$ cat src/design/gsmmn_pkg.sv
// Shared types and constants for the grid store with min-max normalization.
package gsmmn_pkg;

  localparam int MAX_DIM_DEF   = 64;
  localparam int FRAC_BITS_DEF = 16;
  localparam int REG_DIM_W     = 7;
  localparam logic [REG_DIM_W-1:0] DIM_RESET = 7'd64;

  typedef enum logic [1:0] {
    OP_WRITE = 2'd0,
    OP_READ  = 2'd1,
    OP_NORM  = 2'd2
  } op_e;

  typedef enum logic {
    REG_GRID_WIDTH  = 1'b0,
    REG_GRID_HEIGHT = 1'b1
  } reg_idx_e;

  typedef enum logic [2:0] {
    ST_CLEAR,
    ST_IDLE,
    ST_READ,
    ST_SCAN,
    ST_NRD,
    ST_NLD,
    ST_NDIV,
    ST_NWR
  } state_e;

  typedef struct packed {
    logic clr_wr;
    logic in_wr;
    logic in_rd;
    logic scan_start;
    logic scan;
    logic norm_rd;
    logic div_load;
    logic div_step;
    logic norm_wr;
    logic out_load;
  } gsmmn_cmd_t;

  typedef struct packed {
    logic clr_last;
    logic count_zero;
    logic scan_done;
    logic div_done;
    logic norm_last;
    logic out_free;
  } gsmmn_sts_t;

endpackage

$ cat src/design/gsmmn_ctrl.sv
// Controller state machine sequencing clear, access and normalize passes.
module gsmmn_ctrl (
  input  logic                    clk_i,
  input  logic                    rst_ni,
  input  logic                    in_valid_i,
  output logic                    in_ready_o,
  input  logic [1:0]              op_i,
  input  gsmmn_pkg::gsmmn_sts_t   sts_i,
  output gsmmn_pkg::gsmmn_cmd_t   cmd_o
);
  import gsmmn_pkg::*;

  state_e state_q, state_d;
  op_e    op;

  assign op = op_e'(op_i);

  always_ff @(posedge clk_i or negedge rst_ni) begin
    if (!rst_ni) begin
      state_q <= ST_CLEAR;
    end else begin
      state_q <= state_d;
    end
  end

  always_comb begin
    state_d = state_q;
    case (state_q)
      ST_CLEAR: if (sts_i.clr_last) state_d = ST_IDLE;
      ST_IDLE: begin
        if (in_valid_i) begin
          case (op)
            OP_READ: state_d = ST_READ;
            OP_NORM: state_d = sts_i.count_zero ? ST_IDLE : ST_SCAN;
            default: state_d = ST_IDLE;
          endcase
        end
      end
      ST_READ: if (sts_i.out_free) state_d = ST_IDLE;
      ST_SCAN: if (sts_i.scan_done) state_d = ST_NRD;
      ST_NRD:  state_d = ST_NLD;
      ST_NLD:  state_d = ST_NDIV;
      ST_NDIV: if (sts_i.div_done) state_d = ST_NWR;
      ST_NWR:  state_d = sts_i.norm_last ? ST_IDLE : ST_NRD;
      default: state_d = ST_IDLE;
    endcase
  end

  always_comb begin
    cmd_o      = '0;
    in_ready_o = 1'b0;
    case (state_q)
      ST_CLEAR: cmd_o.clr_wr = 1'b1;
      ST_IDLE: begin
        in_ready_o = 1'b1;
        if (in_valid_i) begin
          case (op)
            OP_WRITE: cmd_o.in_wr      = 1'b1;
            OP_READ:  cmd_o.in_rd      = 1'b1;
            OP_NORM:  cmd_o.scan_start = 1'b1;
            default:  ;
          endcase
        end
      end
      ST_READ: cmd_o.out_load = sts_i.out_free;
      ST_SCAN: cmd_o.scan     = 1'b1;
      ST_NRD:  cmd_o.norm_rd  = 1'b1;
      ST_NLD:  cmd_o.div_load = 1'b1;
      ST_NDIV: cmd_o.div_step = 1'b1;
      ST_NWR:  cmd_o.norm_wr  = 1'b1;
      default: ;
    endcase
  end

endmodule

$ cat config.mk
export PLATFORM = sky130hd
export DESIGN_NAME = gsmmn_ctrl
export DESIGN_NICKNAME = d
export VERILOG_FILES = /design/src/design/gsmmn_pkg.sv /design/src/design/gsmmn_ctrl.sv
export SDC_FILE = /design/constraint.sdc
export NUM_CORES = 1
export LEC_CHECK = 0
export ABC_AREA = 1
export CORE_MARGIN = 10
export CORE_UTILIZATION = 35
export DETAILED_ROUTE_END_ITERATION = 10
export DONT_BUFFER_PORTS = 1
export SLEW_MARGIN = 20
export SYNTH_ARGS = -nofsm -noshare
export SYNTH_HDL_FRONTEND = slang
export SYNTH_SLANG_ARGS = --single-unit
$ cat constraint.sdc
create_clock -name clk_i -period 1.6 [get_ports clk_i]
set_clock_uncertainty 0.15 [all_clocks]
set_input_delay 0.08 -clock clk_i [delete_from_list [all_inputs] [get_ports clk_i]]
set_output_delay 0.08 -clock clk_i [all_outputs]
set_load 0.005 [all_outputs]
==> out/qor.tcl, run 1 <==
set qor(syn-instance-count) 74
set qor(top_register_by_number_of_flip_flops) {state_q}
set qor(p_sw_share_pct) 54.4
set qor(worstSetupStartpointType) {flop}
set qor(fin_total_pwr_uw) 832
set qor(cts.sink_count) 3
set qor(fp-row-count) 13
set qor(multi_input_area_sq_um) 287
set qor(finalWorstSetupSlack_ns) 0.103
set qor(layout_area_overhead_pct) 15.2
set qor(numCtsBuffers) 3
set qor(initial_core_util_pct) 36.3
set qor(pwr_density_cell_mw_per_mm2) 1570
set qor(period_minus_ws_final_ns) 1.50
set qor(dpl.cell_count) 87
set qor(drt_wl_total_mm) 1.06
set qor(path_cells) {inv_4 > nand2_2 > nor2_4 > inv_1 > nor2_1}
set qor(internal_power_uw) 379
set qor(total_switching_power_uw) 453
set qor(post_cts_buffers) 0
set qor(final_common_cell) {sky130_fd_sc_hd__nand2_1}
set qor(drc_errors) 0
set qor(drt_first_iter_violations) 9
set qor(yosysWarningCount) 0
set qor(count_of_final_max_slew_check_failures) 0
set qor(drv_cap) 0
set qor(ctsRootBufferMaster) {sky130_fd_sc_hd__clkbuf_4}
set qor(cts-root-to-sink-buffers) 2
set qor(proportion_of_power_drawn_by_flip_flops_and_latches_pct) 28.9
set qor(gpl.final_weighted_congestion) 0.730
set qor(min_period_over_period_pct) 93.6
set qor(status) {finished clean}
set qor(grt_first_pass_wirelength_mm) 1.82
set qor(worst_hold_path_type) {input port to flop}
set qor(rsz_0062_raised_after_global_routing) {false}
set qor(core_sq_mm) 0.00127
set qor(crit_path_max_incr_delay_ns) 0.48
set qor(cts_tree) {done}
set qor(placement.io_buffers) 0
set qor(worst_reg_to_reg_path_cell_count) 5
set qor(irDropWorstVdd_mv) 0.465
set qor(seqCellArea_sq_um) 77.6
set qor(wl_per_cell_um) 11.2
set qor(hold_viol_final) 0
set qor(final_core_utilization_pct) 41.8
set qor(post_drt_via_cell_ratio) 4.74
set qor(critPathArrivalTime_ns) 1.27
set qor(number_of_global_route_vias_before_repair) 439
set qor(share_comb_of_total_power_pct) 54.5
set qor(post_synth_instance_area_sq_um) 460
set qor(cp_max_fo) 10
set qor(critPathKind) {flop to primary output}
set qor(min_delay_path_depth) 5
set qor(yosysSeqAreaShare_pct) 16.3
set qor(yosys.cell_types.count) 17
set qor(antenna_found_initial) 0
set qor(setup_slack_after_placement_ns) 0.144
set qor(cp_data_required_time_ns) 1.37
set qor(critical-path-slowest-cell) {sky130_fd_sc_hd__dfrtp_2}
set qor(die_y_um) 56.3
set qor(synth_area_per_cell_sq_um) 6.22
set qor(layout_common_cells) {16 x sky130_fd_sc_hd__nand2_1, 15 x sky130_fd_sc_hd__inv_1, 8 x sky130_fd_sc_hd__nand3_1}
set qor(biggestRegsByFlops) {state_q x3}
set qor(detailedRoute.firstPassIterationCount) 4
set qor(setup-violations-final) 0
set qor(dieArea_sq_mm) 0.00317
set qor(design.portCount) 22
set qor(detail-route-antenna-nets) 0
set qor(detailed_place_hpwl_um) 878
set qor(drive_above_1_share_pct) 26.3
set qor(vias) 450
set qor(floorplan.die.width_um) 56.3
set qor(largest_register_ff_count) 3
set qor(grt_max_degree) 13
set qor(totalNegativeSetupSlack_ns) 0
set qor(design.final.nets) 96
set qor(static-leakage-power_nw) 0.300
set qor(postSynthNetCount) 89
set qor(diodes) 0
set qor(yosys_register_bits) 3
set qor(max-slew-margin-rel_pct) 74.4
set qor(max_slew.worst_pin.slew_ns) 0.385
set qor(fmax_mhz) 668
set qor(finalNonFillerCells) 95
set qor(worst_setup_path_end_kind) {primary output}
set qor(clkPwrFrac_pct) 16.6
set qor(path_clk_slew_ns) 0.04
set qor(grt_overflow) 0
set qor(clock_insertion_delay_worst_skew_ns) 0.24
set qor(fillCellCount) 148
set qor(gr-usage-all-layers_pct) 6.65
set qor(htree_levels) 1
[layer usage]
| layer | global-route usage [%] | part of all wire, % |
|---|---|---|
| met5 | 0 | 0 |
| met4 | 3.09 | 0.75 |
| met3 | 2.02 | 6.4 |
| met2 | 11.7 | 54 |
| met1 | 6.99 | 39 |
[worst max-delay path: cells and delay by family, from the launching register on]
kind | cells | cell delay [ns]
and+or+nand+nor | 3 | 0.36
buffers and inverters | 2 | 0.19
DFF | 1 | 0.48
[power by group through the flow]
stage	clock [mW]	sequential, mW	combinational, mW
after detailed placement	0	0.235	0.449
after floorplan	0	0.134	0.531
after global routing	0.152	0.251	0.528
after global placement	0	0.233	0.443
final	0.138	0.240	0.453
after CTS	0.137	0.241	0.459
[stage by stage]
stage	hold slack, ns	area [sq um]
finish	0.0250	531
global route	0.0635	531
CTS	0.0320	526
detailed placement	-0.366	457
global placement	-0.365	457
floorplan	-0.366	460
[what timing repair did]
item / 4_1_cts / 5_1_grt
endpoints found under the hold margin: 5 / 0
gates resized for setup: 2 / 1
endpoints found under the setup margin: 1 / 1
hold buffers: 4 / 0
[final timing paths]
kind | from | endpoint | slack (ns)
setup / recovery | state_q[1] | cmd_o[8] | 0.10
hold / removal | sts_i[1] | state_q[2] | 0.02
setup reg to reg | state_q[2] | state_q[2] | 0.18
hold reg to reg | state_q[1] | state_q[1] | 0.48
max in group asynchronous | rst_ni | state_q[1] | 0.66
min in group asynchronous | rst_ni | state_q[2] | 0.48
[cells in the mapped netlist]
master / n / area, sq um
sky130_fd_sc_hd__buf_4: 1 / 7.51
sky130_fd_sc_hd__buf_6: 2 / 22.5
sky130_fd_sc_hd__dfrtp_1: 3 / 75.1
sky130_fd_sc_hd__ha_1: 4 / 50.1
sky130_fd_sc_hd__inv_1: 15 / 56.3
sky130_fd_sc_hd__inv_2: 3 / 11.3
sky130_fd_sc_hd__inv_4: 1 / 6.26
sky130_fd_sc_hd__nand2_1: 16 / 60.1
sky130_fd_sc_hd__nand2_2: 5 / 31.3
sky130_fd_sc_hd__nand3_1: 8 / 40.0
sky130_fd_sc_hd__nand3_2: 1 / 10.0
sky130_fd_sc_hd__nand4_1: 3 / 18.8
sky130_fd_sc_hd__nor2_1: 4 / 15.0
sky130_fd_sc_hd__nor2_2: 2 / 12.5
sky130_fd_sc_hd__nor2_4: 2 / 22.5
sky130_fd_sc_hd__nor3_1: 3 / 15.0
sky130_fd_sc_hd__nor4_1: 1 / 6.26
[cells by family after synthesis]
| kind of cell | share of synthesized area, % |
|---|---|
| fa+ha+maj | 10.9 |
| buf+inv | 22.6 |
| flops | 16.3 |
| simple gates | 50.3 |
[cell type report]
type	count	area share [%]
Timing Repair Buffer	5	8.96
Clock buffer	4	4.95
Tap cell	15	3.54
Multi-Input combinational cell	49	54.0
Inverter	19	13.9
Sequential cell	3	14.6
Power figures use the tool's default switching activity.
==> run 2: changes to the inputs <==
ABC_AREA = unset   (was 1)
CORE_AREA = 10 10 47 49   (was unset)
CORE_MARGIN = unset   (was 10)
CORE_UTILIZATION = unset   (was 35)
DIE_AREA = 0 0 57 59   (was unset)
==> run 2 against run 1 <==
Against the previous run: utilization shrank 6.5 points; critical path type unchanged; largest cell class unchanged; via count shrank 19%; wire length grew 5.1%; count of clock-buffer cells in the layout is the same; critical path depth shrank 2; die area grew 6.2%; hold slack lost 0.013 ns; highest routed layer unchanged; critical endpoint unchanged; clock power is essentially flat.
==> out/qor.tcl, run 2 <==
set qor(status) {finished clean}
set qor(worst_path_bufs_invs) 1
set qor(count_of_final_max_slew_check_failures) 0
set qor(cts_tree) {done}
set qor(dieArea_sq_mm) 0.00336
set qor(clock_insertion_delay_worst_skew_ns) 0.24
set qor(post_synth_instance_area_sq_um) 362
set qor(worst_setup_path_end_kind) {primary output}
set qor(share_comb_of_total_power_pct) 53.2
set qor(yosys-top-cells-area) {sky130_fd_sc_hd__dfrtp_1 21%, sky130_fd_sc_hd__ha_1 14%, sky130_fd_sc_hd__and3_1 8.7%, sky130_fd_sc_hd__o21ai_0 4.2%, sky130_fd_sc_hd__nor3b_1 4.2%}
set qor(cp_top_family) {simple AND/OR/NAND/NOR gates}
set qor(layout_common_cells) {6 x sky130_fd_sc_hd__dlygate4sd3_1, 4 x sky130_fd_sc_hd__and3_1, 4 x sky130_fd_sc_hd__ha_1, 4 x sky130_fd_sc_hd__buf_4}
set qor(setup_slack_after_placement_ns) 0.214
set qor(crit_path_max_incr_delay_ns) 0.41
set qor(worst_hold_path_type) {input port to flop}
set qor(drt_wl_total_mm) 1.12
set qor(cts-root-to-sink-buffers) 2
set qor(finalWorstSetupSlack_ns) 0.0551
set qor(htree_levels) 1
set qor(drc_errors) 0
set qor(clkPwrFrac_pct) 18.2
set qor(critical-path-slowest-cell) {sky130_fd_sc_hd__dfrtp_2}
set qor(diodes) 0
set qor(hold_viol_final) 0
set qor(number_of_global_route_vias_before_repair) 395
set qor(period_minus_ws_final_ns) 1.54
set qor(static-leakage-power_nw) 0.222
set qor(ys_async_sr_fraction_pct) 100
set qor(yosys_register_bits) 3
set qor(layout_area_overhead_pct) 36.7
set qor(synth-main-ff-cell) {sky130_fd_sc_hd__dfrtp_1}
set qor(detailed_place_hpwl_um) 830
set qor(total_switching_power_uw) 332
set qor(post-synth-top-area-cell) {sky130_fd_sc_hd__dfrtp_1}
set qor(setup-violations-final) 0
set qor(p_sw_share_pct) 44.0
set qor(vias) 366
set qor(critPathArrivalTime_ns) 1.31
set qor(cp_max_fo) 10
set qor(detailedRoute.firstPassIterationCount) 4
set qor(yosysSeqAreaShare_pct) 20.8
set qor(placement.io_buffers) 0
set qor(path_clk_slew_ns) 0.04
set qor(path_cells) {buf_4 > nor3b_4 > and3_1}
set qor(synth_simple_gate_area_share_pct) 40.1
set qor(synth.area.mux_share_pct) 0
set qor(die_y_um) 59
set qor(core_sq_mm) 0.00140
set qor(drv_cap) 0
set qor(gpl.final_weighted_congestion) 0.633
set qor(cp_data_required_time_ns) 1.37
set qor(largest_register_ff_count) 3
set qor(postSynthNetCount) 60
set qor(yosys.cell_types.count) 24
set qor(gr-usage-all-layers_pct) 6.71
set qor(synth_area_per_cell_sq_um) 8.04
set qor(floorplan.die.width_um) 57
set qor(r2r_slack_ns) 0.28
set qor(fillCellCount) 148
set qor(critPathKind) {flop to primary output}
set qor(biggestRegsByFlops) {state_q x3}
set qor(main_combinational_cell_family_by_area_after_synthesis) {simple AND/OR/NAND/NOR gates}
set qor(post-synth-top-area-fraction_pct) 20.8
set qor(grt_max_degree) 17
set qor(grt_overflow) 0
set qor(final_common_cell) {sky130_fd_sc_hd__dlygate4sd3_1}
set qor(grt_first_pass_wirelength_mm) 1.74
set qor(cts.sink_count) 3
set qor(syn-instance-count) 45
set qor(irDropWorstVdd_mv) 0.627
set qor(synth_cell_count_leaders) {5 x sky130_fd_sc_hd__and3_1, 4 x sky130_fd_sc_hd__ha_1}
set qor(min_period_over_period_pct) 96.6
set qor(initial_core_util_pct) 25.8
set qor(design.portCount) 22
set qor(synthXorXnorAreaFrac_pct) 0
set qor(synth_compound_gate_area_share_pct) 17.3
set qor(yosysWarningCount) 0
set qor(rsz_0062_raised_after_global_routing) {false}
set qor(drive_above_1_share_pct) 25.0
set qor(post_drt_via_cell_ratio) 5.08
set qor(max-slew-margin-rel_pct) 78.4
set qor(wl_per_cell_um) 15.5
set qor(numCtsBuffers) 3
set qor(antenna_found_initial) 0
set qor(fmax_mhz) 647
set qor(detail-route-antenna-nets) 0
set qor(drt_first_iter_violations) 7
set qor(totalNegativeSetupSlack_ns) 0
set qor(pwr_density_cell_mw_per_mm2) 1530
set qor(max_slew.worst_pin.slew_ns) 0.324
set qor(design.final.nets) 72
set qor(worstSetupStartpointType) {flop}
set qor(internal_power_uw) 422
set qor(post-synth-top-count-cell) {sky130_fd_sc_hd__and3_1}
set qor(fp-row-count) 14
set qor(number_of_flops_mapped_to_enable_cells_by_yosys) 0
set qor(proportion_of_power_drawn_by_flip_flops_and_latches_pct) 28.7
set qor(ctsRootBufferMaster) {sky130_fd_sc_hd__clkbuf_4}
set qor(top_register_by_number_of_flip_flops) {state_q}
set qor(share_of_synthesized_cell_area_in_full_adder_half_adder_and_majority_cells_pct) 13.8
run 2: changes by cell type in the layout (fill, tap and decap cells not counted), sizes merged, moves of 3 or more:
| cell | before | now |
|---|---|---|
| nor2 | 8 | 1 |
| nand2 | 21 | 4 |
| o21ai | 0 | 3 |
| buf | 1 | 4 |
| nor3b | 0 | 3 |
| nand3 | 9 | 2 |
| nand4 | 3 | 0 |
| inv | 19 | 3 |
| and3 | 0 | 5 |
run 2: metrics by stage:
stage	total power [mW]	cells	utilization (%)	hold WS, ns	cell area (sq um)
6_report	0.754	72	35.3	0.0117	494
4_1_cts	0.745	71	34.3	0.0177	480
3_5_place_dp	0.555	61	27.6	-0.365	387
3_3_place_gp	0.548	61	27.6	-0.365	387
5_1_grt	0.822	72	35.3	0.0342	494
2_1_floorplan	0.463	45	-	-0.366	362
run 2: kinds of logic (layout without fill, tap and decap cells):
family | Yosys count | after routing
compound gates | 9 | 9
fa+ha+maj | 4 | 4
buf+inv | 6 | 17
flops | 3 | 3
simple gates | 23 | 23
run 2: tightest hold or removal path, stage by stage:
cell and delay (ns):
sky130_fd_sc_hd__nor2b_1 0.02, sky130_fd_sc_hd__o2111ai_1 0.18, sky130_fd_sc_hd__a21oi_1 0.07
run 2: timing repair:
item	CTS	global route
hold endpoints to repair	5	0
setup buffers	0	1
hold buffers	6	0
setup endpoints to repair	3	3
pin swaps	0	1
resized for setup	2	2
run 2: routing by layer:
metal / track usage (%) / wire length (um) / vias up
met5: 0 / 0 / -
met4: 4.03 / 11 / 0
met3: 5.15 / 116 / 2
met2: 10.7 / 511 / 14
met1: 5.96 / 477 / 167
li1: - / - / 183
run 2: cell type report:
| cell class | instances | area (sq um) | area share (%) |
|---|---|---|---|
| Inverter | 3 | 11.3 | 2.28 |
| Multi-Input combinational cell | 36 | 269 | 54.4 |
| Clock buffer | 4 | 26.3 | 5.32 |
| Timing Repair Buffer | 10 | 90.1 | 18.2 |
| Tap cell | 16 | 20.0 | 4.05 |
| Sequential cell | 3 | 77.6 | 15.7 |
run 2: power groups by stage:
stage / registers, mW / clock network, mW / logic, mW
floorplan: 0.161 / 0 / 0.302
global placement: 0.208 / 0 / 0.340
detailed placement: 0.211 / 0 / 0.344
CTS: 0.217 / 0.149 / 0.379
global route: 0.225 / 0.153 / 0.444
finish: 0.216 / 0.137 / 0.401
run 2: path summary, 6_finish.rpt:
path                             from    endpoint  cells after the start
min in group asynchronous      rst_ni  state_q[1]                      2
hold / removal               sts_i[4]  state_q[1]                      3
max in group asynchronous      rst_ni  state_q[0]                      2
hold reg to reg            state_q[2]  state_q[2]                      2
setup reg to reg           state_q[1]  state_q[0]                      4
setup / recovery           state_q[1]    cmd_o[8]                      3
